--- src/sv/bez_pkg.sv ---
// shared types and constants for the cubic bezier point evaluator
// no dependencies; imported by every module of the block
package bez_pkg;

  // default widths of a coordinate and of the fraction of t
  localparam int COORD_BITS_DEF = 16;
  localparam int FRAC_BITS_DEF  = 16;

  // three interpolation levels, each a multiply stage and an add stage
  localparam int NUM_LEVELS       = 3;
  localparam int STAGES_PER_LEVEL = 2;
  localparam int NUM_STAGES       = NUM_LEVELS * STAGES_PER_LEVEL;

  // control point register file
  localparam int NUM_REGS     = 8;
  localparam int CFG_IDX_BITS = 3;

  localparam logic [CFG_IDX_BITS-1:0] REG_START_X  = 3'd0;
  localparam logic [CFG_IDX_BITS-1:0] REG_START_Y  = 3'd1;
  localparam logic [CFG_IDX_BITS-1:0] REG_GUIDE1_X = 3'd2;
  localparam logic [CFG_IDX_BITS-1:0] REG_GUIDE1_Y = 3'd3;
  localparam logic [CFG_IDX_BITS-1:0] REG_GUIDE2_X = 3'd4;
  localparam logic [CFG_IDX_BITS-1:0] REG_GUIDE2_Y = 3'd5;
  localparam logic [CFG_IDX_BITS-1:0] REG_END_X    = 3'd6;
  localparam logic [CFG_IDX_BITS-1:0] REG_END_Y    = 3'd7;

  // load strobes for the two register stages of one interpolation level
  typedef struct packed {
    logic mul_en;
    logic add_en;
  } bez_lerp_en_t;

endpackage

--- src/sv/bez_ctrl.sv ---
// pipeline control: per-stage valid bits, load strobes and the t delay line
// depends on bez_pkg
module bez_ctrl #(
  parameter int FRAC_BITS = bez_pkg::FRAC_BITS_DEF
) (
  input  logic                                                   clk_i,
  input  logic                                                   rst_ni,
  input  logic                                                   in_valid_i,
  output logic                                                   in_ready_o,
  input  logic [FRAC_BITS:0]                                     param_t_i,
  output logic                                                   out_valid_o,
  input  logic                                                   out_ready_i,
  output bez_pkg::bez_lerp_en_t [bez_pkg::NUM_LEVELS-1:0]        lvl_en_o,
  output logic [bez_pkg::NUM_LEVELS-1:0][FRAC_BITS:0]            lvl_t_o
);
  import bez_pkg::*;

  localparam logic [FRAC_BITS:0] T_ONE = {1'b1, {FRAC_BITS{1'b0}}};
  // t is needed up to the input of the last level
  localparam int TL = NUM_STAGES - STAGES_PER_LEVEL;

  logic [NUM_STAGES-1:0] vld_q, vld_d, prev_vld, load;
  logic [NUM_STAGES:0]   adv;
  logic [FRAC_BITS:0]    t_sat;
  logic [TL-1:0][FRAC_BITS:0] t_q, t_prev;

  // a stage loads when it is empty or its contents move on
  always_comb begin
    adv[NUM_STAGES] = out_ready_i;
    for (int s = NUM_STAGES - 1; s >= 0; s--) begin
      adv[s] = ~vld_q[s] | adv[s + 1];
    end
  end

  assign load       = adv[NUM_STAGES-1:0];
  assign in_ready_o = adv[0];
  assign prev_vld   = {vld_q[NUM_STAGES-2:0], in_valid_i};
  assign vld_d      = (load & prev_vld) | (~load & vld_q);

  always_ff @(posedge clk_i or negedge rst_ni) begin
    if (!rst_ni) begin
      vld_q <= '0;
    end else begin
      vld_q <= vld_d;
    end
  end

  assign out_valid_o = vld_q[NUM_STAGES-1];

  // t beyond one saturates to one
  assign t_sat = param_t_i[FRAC_BITS] ? T_ONE : param_t_i;

  // t delay line, moving with the stages
  assign t_prev = {t_q[TL-2:0], t_sat};

  always_ff @(posedge clk_i) begin
    for (int k = 0; k < TL; k++) begin
      if (load[k]) begin
        t_q[k] <= t_prev[k];
      end
    end
  end

  // strobes and t per level
  always_comb begin
    for (int l = 0; l < NUM_LEVELS; l++) begin
      lvl_en_o[l].mul_en = load[STAGES_PER_LEVEL * l];
      lvl_en_o[l].add_en = load[STAGES_PER_LEVEL * l + 1];
    end
  end

  assign lvl_t_o[0] = t_sat;
  for (genvar l = 1; l < NUM_LEVELS; l++) begin : g_lvl_t
    assign lvl_t_o[l] = t_q[STAGES_PER_LEVEL * l - 1];
  end

endmodule

--- config.mk ---
export PLATFORM = sky130hd
export DESIGN_NAME = bez_ctrl
export DESIGN_NICKNAME = d
export VERILOG_FILES = /design/src/sv/bez_pkg.sv /design/src/sv/bez_ctrl.sv
export SDC_FILE = /design/constraint.sdc
export NUM_CORES = 1
export LEC_CHECK = 0
export BUFFER_PORTS_ARGS = -buffer_cell sky130_fd_sc_hd__buf_4
export CAP_MARGIN = 5
export CORE_MARGIN = 2
export CORE_UTILIZATION = 35
export DETAILED_ROUTE_END_ITERATION = 6
export PLACE_DENSITY = 0.63
export SETUP_SLACK_MARGIN = 0.02
export SKIP_CTS_REPAIR_TIMING = 1
export SLEW_MARGIN = 20
export SYNTH_ARGS = -nofsm -noshare
export SYNTH_HDL_FRONTEND = slang
export SYNTH_SLANG_ARGS = --single-unit
--- constraint.sdc ---
create_clock -name clk_i -period 2.38 [get_ports clk_i]
set_input_delay 0.357 -clock clk_i [delete_from_list [all_inputs] [get_ports clk_i]]
set_output_delay 0.357 -clock clk_i [all_outputs]
set_load 0.03 [all_outputs]
Yosys cells after proc, flatten, opt, wreduce, memory -nomap -nowiden:

Cells that the tools add are included.

* mux-type cells: 1
* bitwise operators: 16

Operators by type and width (number)
* 17-bit two-way mux: 1
* 6-bit bitwise AND: 2
* 1-bit inverter: 6
* 6-bit inverter: 1
* 1-bit bitwise OR: 6
* 6-bit bitwise OR: 1

* output and inout port bits: 59
* bits in registers: 74

Depth between registers and ports, before layout:

Gate-level depths: netlist (run 1).

* depth in word-level cells: 10
* mapped depth: 4

Worst setup path after synthesis (run 1):

Ideal clock, no wire load.

* path kind: register to output
* from: register (tool-made name)
* to: output lvl_en_o[1] in the netlist's numbering
* slack: -0.142 ns
* buffers on the path: 2
* arrival time: 2.165 ns
* required time: 2.023 ns
* cell stages (with the launch flop): 5
* cells stage by stage: dfrtp_1 and4b_1 buf_6 nand4_1 buf_4

RTL lines
* end, declared: RTL line bez_ctrl.sv:13 `output bez_pkg::bez_lerp_en_t [bez_pkg::NUM_LEVELS-1:0] lvl_en_o,`

==> load_flow_metrics.sql, run 1 <==
INSERT INTO impl_metrics (metric_group, metric, value, unit) VALUES
('grt', 'grt_first_pass_wirelength', '5920', 'um'),
('clock_tree', 'cts_root_buffer', 'sky130_fd_sc_hd__clkbuf_8', ''),
('sta', 'slew-limit-headroom', '83.5', '%'),
('sta', 'clock_skew', '6.32', 'ps'),
('cells_and_area', 'antenna-diode-count', '0', ''),
('placement', 'port-buffer-count', '79', ''),
('sta', 'finalCritPeriodShare', '76.0', '%'),
('floorplan', 'floorplan.core_area', '7290', 'um^2'),
('clock_tree', 'clk-insertion-delay-late', '330', 'ps'),
('cells_and_area', 'num-fill-cells', '656', ''),
('flow_run', 'cap_violations', '0', ''),
('floorplan', 'die_y', '91.2', 'um'),
('floorplan', 'initial_core_util', '36.5', '%'),
('setup_path', 'worst_setup_path_end_kind', 'output port', ''),
('floorplan', 'die_area', '8310', 'um^2'),
('grt', 'grt_max_degree', '19', ''),
('logic_synthesis', 'ys_ff_latch', '74', ''),
('sta', 'finalSetupViolCount', '0', ''),
('cells_and_area', 'area_delta_synth_final', '27.3', '%'),
('setup_path', 'cp.buffers_inverters', '1', ''),
('routing', 'detail_route.vias_per_cell', '3.75', ''),
('logic_synthesis', 'ys.warnings.count', '0', ''),
('floorplan', 'total_number_of_placement_rows', '31', ''),
('setup_path', 'timing.critical_path.slowest_stage_cell', 'sky130_fd_sc_hd__dfrtp_2', ''),
('logic_synthesis', 'synth_seq_area_share', '82.4', '%'),
('clock_tree', 'htreeDepth', '3', ''),
('clock_tree', 'cts-buffers-inserted', '9', ''),
('outcome', 'outcome', 'complete, no violations', ''),
('cells_and_area', 'final_core_util', '46.4', '%'),
('logic_synthesis', 'synthesis.instances', '140', ''),
('routing', 'first_iter_violations', '53', ''),
('sta', 'setup-tns-final', '0', 'ps'),
('clock_tree', 'clock_sinks', '74', ''),
('grt', 'initial_antenna_violation_count', '0', ''),
('logic_synthesis', 'syn-num-nets', '161', ''),
('routing', 'wl_per_cell', '12.2', 'um'),
('setup_path', 'critical_path.startpoint_type', 'flop', ''),
('setup_path', 'path_cells', 'and4b_1 > nand4_1 > buf_4', ''),
('clock_tree', 'register_clock_pin_slew_on_the_reported_worst_setup_and_hold_paths', '70', 'ps'),
('cells_and_area', 'finish.instance_area', '3390', 'um^2'),
('logic_synthesis', 'netlist_area', '2660', 'um^2'),
('placement', 'placed_area', '3140', 'um^2'),
('setup_path', 'cp_top_family', 'simple AND/OR/NAND/NOR gates', ''),
('cells_and_area', 'final_layout_size_suffix_gt1_share', '49.0', '%'),
('setup_path', 'worst-setup-path-type', 'reg -> out', ''),
('setup_path', 'cp_data_arrival_time', '1450', 'ps'),
('setup_path', 'worst-path-max-fanout', '5', ''),
('routing', 'drt.antenna.violating_nets', '0', ''),
('routing', 'total_via_count_in_the_routed_design', '1136', ''),
('sta', 'final_hold_viol_count', '0', ''),
('clock_tree', 'tritoncts', 'yes', ''),
('grt', 'grt_overflow', '0', ''),
('grt', 'overall_track_demand_over_capacity_in_global_routing', '9.76', '%'),
('logic_synthesis', 'syn_avg_cell_area', '19.0', 'um^2'),
('sta', 'worstMarginPinSlew', '248', 'ps'),
('sta', 'achievable-frequency', '553', 'MHz'),
('floorplan', 'pin_count', '80', ''),
('power_and_ir_drop', 'power-per-cell-area', '1070', 'nW/um^2'),
('routing', 'drc_errors', '0', ''),
('sta', 'worst_case_hold_slack', '226', 'ps'),
('placement', 'detailedPlacementHpwl', '2910', 'um'),
('grt', 'number_of_global_route_vias_before_repair', '1139', ''),
('setup_path', 'worst_path_largest_cell_delay', '380', 'ps'),
('cells_and_area', 'layout.nets', '220', ''),
('placement', 'placed_cells', '286', ''),
('logic_synthesis', 'synthDistinctLibCells', '17', ''),
('cells_and_area', 'post_route_non_filler_standard_cell_count', '303', ''),
('power_and_ir_drop', 'leakage', '1.42', 'nW'),
('routing', 'drt_first_pass_iters', '4', ''),
('floorplan', 'die_width', '91.2', 'um'),
('placement', 'gp_congestion', '0.701', ''),
('sta', 'rsz0062_at_grt', 'no', ''),
('power_and_ir_drop', 'power.ir.vdd_worst', '0.319', 'mV'),
('routing', 'routed_wirelength', '3690', 'um'),
('sta', 'layout_min_cycle_time', '1810', 'ps'),
('sta', 'report.final.slew_viol_count', '0', ''),
('setup_path', 'crit_required', '2020', 'ps'),
('clock_tree', 'cts_buffer_depth', '2', ''),
('hold_path', 'hold_class', 'in -> reg', '');
cell usage in the layout, fill, tap and decap left out, types with 3 or more instances in the layout:
cell and count:
sky130_fd_sc_hd__nand2b_1 3, sky130_fd_sc_hd__clkbuf_8 9, sky130_fd_sc_hd__edfxtp_1 68, sky130_fd_sc_hd__nor2b_1 16
sky130_fd_sc_hd__bufinv_16 3, sky130_fd_sc_hd__dfrtp_1 5, sky130_fd_sc_hd__buf_4 84
area by class of cell:
class | instances | area, um^2 | share of cell area [%]
clock buffers | 10 | 128 | 3.77
clock inverters | 6 | 113 | 3.33
inverters | 1 | 3.75 | 0.111
multi-input cells | 28 | 184 | 5.43
flip-flops and latches | 74 | 2190 | 64.8
well taps | 99 | 124 | 3.66
repair buffers | 85 | 641 | 18.9
synth_stat cells:
| master | instances | area (um^2) |
|---|---|---|
| sky130_fd_sc_hd__buf_2 | 1 | 5.00 |
| sky130_fd_sc_hd__buf_6 | 1 | 11.3 |
| sky130_fd_sc_hd__nand3b_1 | 1 | 7.51 |
| sky130_fd_sc_hd__a21o_1 | 1 | 7.51 |
| sky130_fd_sc_hd__nand4_1 | 1 | 6.26 |
| sky130_fd_sc_hd__and4b_1 | 1 | 10.0 |
| sky130_fd_sc_hd__inv_1 | 1 | 3.75 |
| sky130_fd_sc_hd__nand2b_1 | 3 | 18.8 |
| sky130_fd_sc_hd__buf_4 | 35 | 263 |
| sky130_fd_sc_hd__edfxtp_1 | 68 | 2040 |
| sky130_fd_sc_hd__a41o_1 | 1 | 10.0 |
| sky130_fd_sc_hd__a31o_1 | 1 | 8.76 |
| sky130_fd_sc_hd__dfrtp_1 | 6 | 150 |
| sky130_fd_sc_hd__nor2b_1 | 16 | 100 |
| sky130_fd_sc_hd__or2_1 | 1 | 6.26 |
| sky130_fd_sc_hd__nand2_1 | 1 | 3.75 |
| sky130_fd_sc_hd__nand3_1 | 1 | 5.00 |
power by group:
part | total, W | internal, W | switching (W)
combinational | 0.000710 | 0.000249 | 0.000462
sequential | 0.00182 | 0.00173 | 0.0000849
clock | 0.00111 | 0.000700 | 0.000411
total | 0.00364 | 0.00268 | 0.000958
cell families (layout without fill, tap and decap cells):
group | count (synthesis) | in the layout | share of synthesized area (%)
AOI/OAI and AO/OA | 3 | 3 | 0.988
DFF | 74 | 74 | 82.4
and+or+nand+nor | 25 | 25 | 5.93
buffers and inverters | 38 | 102 | 10.6
sequential cells by signal (all words and copies together) (netlist names), named ones only:
| signal | flops |
|---|---|
| lvl_t_o | 34 |
| t_prev | 34 |
routing by layer:
metal	wire length, um	part of all wire, %	track usage (%)
met5	0	0	0
met4	76	2.1	6.82
met3	263	7.1	3.15
met2	1800	49	14.8
met1	1550	42	11.8
per-stage QoR:
step / power, W / worst slack, ps
2_1_floorplan: 0.00233 / -21.6
3_3_place_gp: 0.00256 / 744
3_5_place_dp: 0.00257 / 738
4_1_cts: 0.00367 / 522
5_1_grt: 0.00377 / 461
6_report: 0.00364 / 571
worst paths after layout:
check	start	endpoint	slack (ps)	cells after the start
max	flop	lvl_en_o[1]	570	3
min	in_valid_i	flop	230	2
max reg2reg	flop	lvl_t_o[49]	910	4
min reg2reg	t_prev[62]	lvl_t_o[45]	420	0
max in group asynchronous	rst_ni	asynchronous set/reset pin	1890	2
min in group asynchronous	rst_ni	asynchronous set/reset pin	370	2
worst register-to-register path: cells and delay by family, from the launching register on:
family	cells	cell delay [ps]
buffers and inverters	3	480
DFF	1	420
and+or+nand+nor	1	260
No activity file was read; power rests on OpenSTA's default activity.
==> inputs of run 2 (changes only) <==
Settings changed: ABC_AREA set to 1.
Clock period 2.38 ns to 1.7 ns, I/O delays scaled along.
==> run 2 against run 1 <==
Clock power grew 53%. Register-to-register slack lost 670 ps. Sequential power grew 43%. Synthesized area grew 2.2%. Critical path depth grew 1. Worst setup slack lost 550 ps. Count of clock-buffer cells in the layout is the same. First-iteration DRC count shrank 19%.
==> load_flow_metrics.sql, run 2 <==
INSERT INTO impl_metrics (metric_group, metric, value, unit) VALUES
('sta', 'worst_case_hold_slack', '111', 'ps'),
('sta', 'layout_min_cycle_time', '1680', 'ps'),
('power_and_ir_drop', 'power-per-cell-area', '1530', 'nW/um^2'),
('placement', 'port-buffer-count', '79', ''),
('placement', 'placed_cells', '313', ''),
('floorplan', 'initial_core_util', '35.7', '%'),
('sta', 'rsz0062_at_grt', 'yes', ''),
('routing', 'routed_wirelength', '4120', 'um'),
('setup_path', 'reg2reg_depth', '5', ''),
('routing', 'dr.max_layer_used', 'met4', ''),
('clock_tree', 'cts_root_buffer', 'sky130_fd_sc_hd__clkbuf_8', ''),
('cells_and_area', 'layout.nets', '253', ''),
('setup_path', 'worst-r2r-setup-slack', '240', 'ps'),
('hold_path', 'timing.hold.worst.start', 'in_valid_i', ''),
('cells_and_area', 'area.sequential', '2190', 'um^2'),
('sta', 'achievable-frequency', '597', 'MHz'),
('logic_synthesis', 'synthesis.instances', '162', ''),
('sta', 'finalCritPeriodShare', '98.6', '%'),
('cells_and_area', 'antenna-diode-count', '0', ''),
('grt', 'overall_track_demand_over_capacity_in_global_routing', '10.3', '%'),
('setup_path', 'crit_required', '1440', 'ps'),
('routing', 'detailroute.wirelength.met2', '2250', 'um'),
('logic_synthesis', 'synth-edff-count', '68', ''),
('setup_path', 'critical_path.startpoint_type', 'flop', ''),
('cells_and_area', 'mostFrequentLayoutCells', 'sky130_fd_sc_hd__buf_4 (91), sky130_fd_sc_hd__edfxtp_1 (68), sky130_fd_sc_hd__inv_1 (21), sky130_fd_sc_hd__nor2_1 (16), sky130_fd_sc_hd__clkbuf_8 (9)', ''),
('setup_path', 'worst-path-max-fanout', '5', ''),
('setup_path', 'cp_data_arrival_time', '1420', 'ps'),
('hold_path', 'hold_class', 'in -> reg', ''),
('clock_tree', 'htreeDepth', '3', ''),
('logic_synthesis', 'ys_ff_latch', '74', ''),
('routing', 'wl_per_cell', '12.1', 'um'),
('power_and_ir_drop', 'netSwitchingFraction', '26.9', '%'),
('routing', 'met3WireLength', '205', 'um'),
('grt', 'grt_max_degree', '19', ''),
('grt', 'grt_first_pass_wirelength', '6290', 'um'),
('clock_tree', 'tritoncts', 'yes', ''),
('floorplan', 'floorplan.core_area', '7610', 'um^2'),
('floorplan', 'pin_count', '80', ''),
('logic_synthesis', 'synthDistinctLibCells', '14', ''),
('logic_synthesis', 'syn-num-nets', '183', ''),
('logic_synthesis', 'post-synth-top-count-cell', 'sky130_fd_sc_hd__edfxtp_1', ''),
('logic_synthesis', 'synth_async_sr_flop_share', '8.11', '%'),
('logic_synthesis', 'netlist_area', '2720', 'um^2'),
('sta', 'slew-limit-headroom', '82.0', '%'),
('logic_synthesis', 'ys_top_cells_by_count', 'sky130_fd_sc_hd__edfxtp_1 (68), sky130_fd_sc_hd__buf_4 (35), sky130_fd_sc_hd__inv_1 (22)', ''),
('cells_and_area', 'area_delta_synth_final', '31.4', '%'),
('routing', 'first_iter_violations', '43', ''),
('routing', 'drt_first_pass_iters', '3', ''),
('grt', 'grt_overflow', '0', ''),
('power_and_ir_drop', 'leakage', '1.60', 'nW'),
('routing', 'total_via_count_in_the_routed_design', '1322', ''),
('sta', 'finalSetupViolCount', '0', ''),
('power_and_ir_drop', 'gate_power_share', '21.3', '%'),
('logic_synthesis', 'ys.warnings.count', '0', ''),
('logic_synthesis', 'synth_seq_area_share', '80.7', '%'),
('logic_synthesis', 'ys_top_cells_by_area', 'sky130_fd_sc_hd__edfxtp_1 (75%), sky130_fd_sc_hd__buf_4 (9.7%), sky130_fd_sc_hd__dfrtp_1 (5.5%)', ''),
('clock_tree', 'register_clock_pin_slew_on_the_reported_worst_setup_and_hold_paths', '70', 'ps'),
('power_and_ir_drop', 'share_clk_of_total_power', '31.2', '%'),
('logic_synthesis', 'synth_area_leader_cell', 'sky130_fd_sc_hd__edfxtp_1', ''),
('clock_tree', 'cts_buffer_depth', '2', ''),
('cells_and_area', 'num-fill-cells', '676', ''),
('flow_run', 'cap_violations', '0', ''),
('power_and_ir_drop', 'total_switching_power', '0.00147', 'W'),
('routing', 'drt.antenna.violating_nets', '0', ''),
('floorplan', 'total_number_of_placement_rows', '32', ''),
('cells_and_area', 'multiInputGateArea', '171', 'um^2'),
('logic_synthesis', 'synth_top_cell_area_share', '75.1', '%'),
('cells_and_area', 'final_layout_size_suffix_gt1_share', '49.8', '%'),
('placement', 'gp_congestion', '0.640', ''),
('floorplan', 'die_y', '92.1', 'um'),
('floorplan', 'die_width', '92.1', 'um'),
('outcome', 'outcome', 'complete, no violations', ''),
('hold_path', 'hold-path-cell-count', '3', ''),
('setup_path', 'worst-setup-path-type', 'reg -> out', ''),
('sta', 'worstMarginPinSlew', '270', 'ps'),
('logic_synthesis', 'syn_avg_cell_area', '16.8', 'um^2'),
('sta', 'report.final.slew_viol_count', '0', ''),
('cells_and_area', 'layout_commonest_cell', 'sky130_fd_sc_hd__buf_4', ''),
('floorplan', 'die_area', '8490', 'um^2'),
('routing', 'detail_route.wirelength.met1', '1540', 'um'),
('routing', 'drc_errors', '0', ''),
('placement', 'detailedPlacementHpwl', '2930', 'um'),
('power_and_ir_drop', 'p_int', '0.00400', 'W'),
('routing', 'detail_route.vias_per_cell', '3.90', ''),
('sta', 'final_hold_viol_count', '0', ''),
('logic_synthesis', 'synth_ff_type', 'sky130_fd_sc_hd__edfxtp_1', ''),
('power_and_ir_drop', 'share_seq_of_total_power', '47.5', '%'),
('cells_and_area', 'post_route_non_filler_standard_cell_count', '339', ''),
('sta', 'clock_skew', '7.05', 'ps'),
('setup_path', 'worst_setup_path_end_kind', 'output port', ''),
('clock_tree', 'cts-buffers-inserted', '9', ''),
('grt', 'initial_antenna_violation_count', '0', ''),
('clock_tree', 'clk-insertion-delay-late', '340', 'ps'),
('clock_tree', 'clock_sinks', '74', ''),
('grt', 'number_of_global_route_vias_before_repair', '1297', ''),
('power_and_ir_drop', 'power.ir.vdd_worst', '0.600', 'mV');
run 2: cell count changes in the layout (fill, tap and decap cells not counted), moves of 3 or more:
cell	change
sky130_fd_sc_hd__nand2_1	+4
sky130_fd_sc_hd__nand2b_1	-3
sky130_fd_sc_hd__nor2_1	+16
sky130_fd_sc_hd__buf_4	+7
sky130_fd_sc_hd__nor2b_1	-16
sky130_fd_sc_hd__buf_6	+3
sky130_fd_sc_hd__inv_1	+20
run 2: worst max-delay path, stage by stage, from the launching register on:
cell and delay, ps:
sky130_fd_sc_hd__dfrtp_1 400, sky130_fd_sc_hd__nand3_4 110, sky130_fd_sc_hd__nor2_8 210, sky130_fd_sc_hd__nand3_2 150
sky130_fd_sc_hd__buf_4 210
run 2: worst paths after layout:
check,to
setup / recovery,lvl_en_o[0]
hold / removal,flop
setup reg to reg,lvl_t_o[37]
hold reg to reg,lvl_t_o[29]
max in group asynchronous,asynchronous set/reset pin
min in group asynchronous,asynchronous set/reset pin
run 2: area by class of cell:
class                   count  share of cell area [%]
multi-input cells          28                    4.80
well taps                 102                    3.57
repair buffers             96                    20.5
clock inverters             6                    3.61
clock buffers              10                    3.57
flip-flops and latches     74                    61.4
inverters                  23                    2.52
run 2: per-layer routing:
metal	vias up	track usage, %
met4	0	7.46
met3	11	3.53
li1	650	-
met1	619	10.6
met2	42	17.4
met5	-	0
run 2: logic make-up after synthesis:
group	synth area share [%]
simple gates	6.12
buf+inv	13.2
flops	80.7
run 2: power by group through the flow:
stage / combinational [W] / sequential [W] / clock, W
after floorplan: 0.000533 / 0.00284 / 0
after global placement: 0.00111 / 0.00262 / 0
after detailed placement: 0.00112 / 0.00264 / 0
after CTS: 0.00112 / 0.00260 / 0.00175
after global routing: 0.00122 / 0.00264 / 0.00184
final: 0.00117 / 0.00260 / 0.00170
run 2: metrics by stage:
step | cell area (um^2) | setup WS [ps] | TNS [ps] | util (%) | total power [W]
3_3_place_gp | 3220 | 334 | 0 | 42.3 | 0.00373
2_1_floorplan | 2720 | 6.93 | 0 | - | 0.00338
5_1_grt | 3570 | -59.3 | -191 | 46.9 | 0.00570
6_report | 3570 | 24.0 | 0 | 46.9 | 0.00546
4_1_cts | 3480 | -47.1 | -47.1 | 45.7 | 0.00547
3_5_place_dp | 3220 | 301 | 0 | 42.3 | 0.00376
==> inputs of run 3 (changes only) <==
Settings changed: PLACE_DENSITY 0.63 to 0.65.
Clock period 1.7 ns to 1.4 ns, I/O delays scaled along.
==> run 3 against run 2 <==
The flow now finishes with violations (setup timing). Register-to-register slack got worse by 260 ps. Wire length shrank 0.46%. Power rose by 9.5%. Sequential power is 22% higher. Hold slack got worse by 42 ps. Clock power fell by 23%. Global-route usage down 0.34 points. Utilization increased by 0.12 points. Critical path type unchanged. Critical endpoint is now lvl_en_o[1]. Highest routed layer unchanged.
==> load_flow_metrics.sql, run 3 (synthesized netlist as in run 2, its figures left out) <==
INSERT INTO impl_metrics (metric_group, metric, value, unit) VALUES
('cells_and_area', 'final_core_util', '47.1', '%'),
('power_and_ir_drop', 'leakage', '1.61', 'nW'),
('hold_path', 'hold-path-cell-count', '3', ''),
('clock_tree', 'htreeDepth', '3', ''),
('clock_tree', 'register_clock_pin_slew_on_the_reported_worst_setup_and_hold_paths', '70', 'ps'),
('setup_path', 'critical_path.startpoint_type', 'flop', ''),
('hold_path', 'timing.hold.worst.start', 'in_valid_i', ''),
('hold_path', 'hold_class', 'in -> reg', ''),
('sta', 'final_hold_viol_count', '0', ''),
('clock_tree', 'cts-buffers-inserted', '9', ''),
('placement', 'detailedPlacementHpwl', '2930', 'um'),
('cells_and_area', 'final_layout_size_suffix_gt1_share', '50.4', '%'),
('cells_and_area', 'layout_commonest_cell', 'sky130_fd_sc_hd__buf_4', ''),
('setup_path', 'worst-r2r-setup-slack', '-20', 'ps'),
('clock_tree', 'cts_root_buffer', 'sky130_fd_sc_hd__clkbuf_8', ''),
('power_and_ir_drop', 'power.ir.vdd_worst', '0.387', 'mV'),
('routing', 'first_iter_violations', '48', ''),
('cells_and_area', 'area_delta_synth_final', '31.7', '%'),
('setup_path', 'crit_required', '1190', 'ps'),
('sta', 'worstMarginPinSlew', '297', 'ps'),
('routing', 'drc_errors', '0', ''),
('outcome', 'failed_checks', 'setup timing', ''),
('sta', 'finalCritPeriodShare', '113', '%'),
('setup_path', 'worst-path-max-fanout', '8', ''),
('clock_tree', 'cts_buffer_depth', '2', ''),
('routing', 'detail_route.vias_per_cell', '3.79', ''),
('cells_and_area', 'layout.nets', '260', ''),
('outcome', 'outcome', 'complete, but fails checks', ''),
('grt', 'grt_max_degree', '19', ''),
('grt', 'grt_overflow', '0', ''),
('setup_path', 'reg2reg_depth', '6', ''),
('sta', 'achievable-frequency', '632', 'MHz'),
('setup_path', 'worst-setup-path-type', 'reg -> out', ''),
('routing', 'drt_first_pass_iters', '4', ''),
('sta', 'rsz0062_at_grt', 'yes', ''),
('sta', 'layout_min_cycle_time', '1580', 'ps'),
('sta', 'worst_slack', '-183', 'ps'),
('floorplan', 'floorplan.core_area', '7610', 'um^2'),
('sta', 'finalSetupViolCount', '20', ''),
('floorplan', 'pin_count', '80', ''),
('grt', 'initial_antenna_violation_count', '0', ''),
('routing', 'wl_per_cell', '11.8', 'um'),
('floorplan', 'total_number_of_placement_rows', '32', ''),
('floorplan', 'die_width', '92.1', 'um'),
('placement', 'port-buffer-count', '79', ''),
('cells_and_area', 'antenna-diode-count', '0', ''),
('floorplan', 'die_y', '92.1', 'um'),
('clock_tree', 'tritoncts', 'yes', ''),
('sta', 'report.final.slew_viol_count', '0', ''),
('placement', 'placed_cells', '310', ''),
('sta', 'worst_case_hold_slack', '69.1', 'ps'),
('placement', 'gp_congestion', '0.641', ''),
('cells_and_area', 'mostFrequentLayoutCells', 'sky130_fd_sc_hd__buf_4 (93), sky130_fd_sc_hd__edfxtp_1 (68), sky130_fd_sc_hd__inv_1 (21), sky130_fd_sc_hd__nor2_1 (16), sky130_fd_sc_hd__clkbuf_8 (9)', ''),
('cells_and_area', 'post_route_non_filler_standard_cell_count', '346', ''),
('grt', 'grt_first_pass_wirelength', '6160', 'um'),
('flow_run', 'cap_violations', '0', ''),
('power_and_ir_drop', 'power', '0.00598', 'W'),
('floorplan', 'die_area', '8490', 'um^2'),
('setup_path', 'crit-reg2reg-capture', 'lvl_t_o[18]', ''),
('sta', 'slew-limit-headroom', '80.2', '%'),
('floorplan', 'initial_core_util', '35.7', '%'),
('grt', 'overall_track_demand_over_capacity_in_global_routing', '9.96', '%'),
('power_and_ir_drop', 'power-per-cell-area', '1670', 'nW/um^2'),
('routing', 'routed_wirelength', '4100', 'um'),
('routing', 'drt.antenna.violating_nets', '0', ''),
('clock_tree', 'clock_sinks', '74', ''),
('sta', 'clock_skew', '5.28', 'ps'),
('grt', 'number_of_global_route_vias_before_repair', '1249', ''),
('routing', 'total_via_count_in_the_routed_design', '1310', ''),
('setup_path', 'cp_data_arrival_time', '1370', 'ps'),
('setup_path', 'worst_setup_path_end_kind', 'output port', ''),
('clock_tree', 'clk-insertion-delay-late', '330', 'ps');
-- run 3: metrics by stage --
stage | worst slack [ps] | setup TNS [ps] | area [um^2]
detailed placement | 62.8 | 0 | 3230
floorplan | -248 | -12210 | 2720
global route | -261 | -2050 | 3580
finish | -183 | -1090 | 3580
CTS | -252 | -1070 | 3390
global placement | 113 | 0 | 3230
-- run 3: power breakdown --
| group | switching (W) | internal [W] | total [W] |
|---|---|---|---|
| clock network | 0.000678 | 0.000630 | 0.00131 |
| registers | 0.000169 | 0.00299 | 0.00316 |
| logic | 0.000919 | 0.000598 | 0.00152 |
-- run 3: how the worst max path moves through the flow --
| stage | from | to | slack, ps | cells after the start |
|---|---|---|---|---|
| after floorplan | flop | lvl_en_o[1] | -250 | 4 |
| after global placement | flop | t_prev[18] | 110 | 4 |
| after detailed placement | flop | t_prev[18] | 60 | 4 |
| after CTS | flop | lvl_en_o[1] | -250 | 4 |
| after global routing | flop | lvl_en_o[1] | -260 | 4 |
| final | flop | lvl_en_o[1] | -180 | 4 |
-- run 3: final cells by class --
cell class                      count  area, um^2
Timing Repair Buffer              103         840
Sequential cell                    74        2190
Fill cell                         688        4030
Tap cell                          102         128
Multi-Input combinational cell     28         179
Inverter                           23        86.3
Clock buffer                       12         135
Clock inverter                      4        18.8
-- run 3: per-layer routing --
layer  wire (um)  part of all wire [%]  track usage (%)  up-vias
met2        2230                    54             16.7       44
met4         103                   2.5             6.72        0
met3         246                   6.0             3.29       10
li1            -                     -                -      660
met5           0                     0                0        -
met1        1520                    37             10.7      596
-- run 3: critical path, cell delays in order, from the launching register on --
cell	delay [ps]
sky130_fd_sc_hd__dfrtp_1	390
sky130_fd_sc_hd__nand3_4	110
sky130_fd_sc_hd__nor2_8	160
sky130_fd_sc_hd__nand4_4	170
sky130_fd_sc_hd__buf_6	200
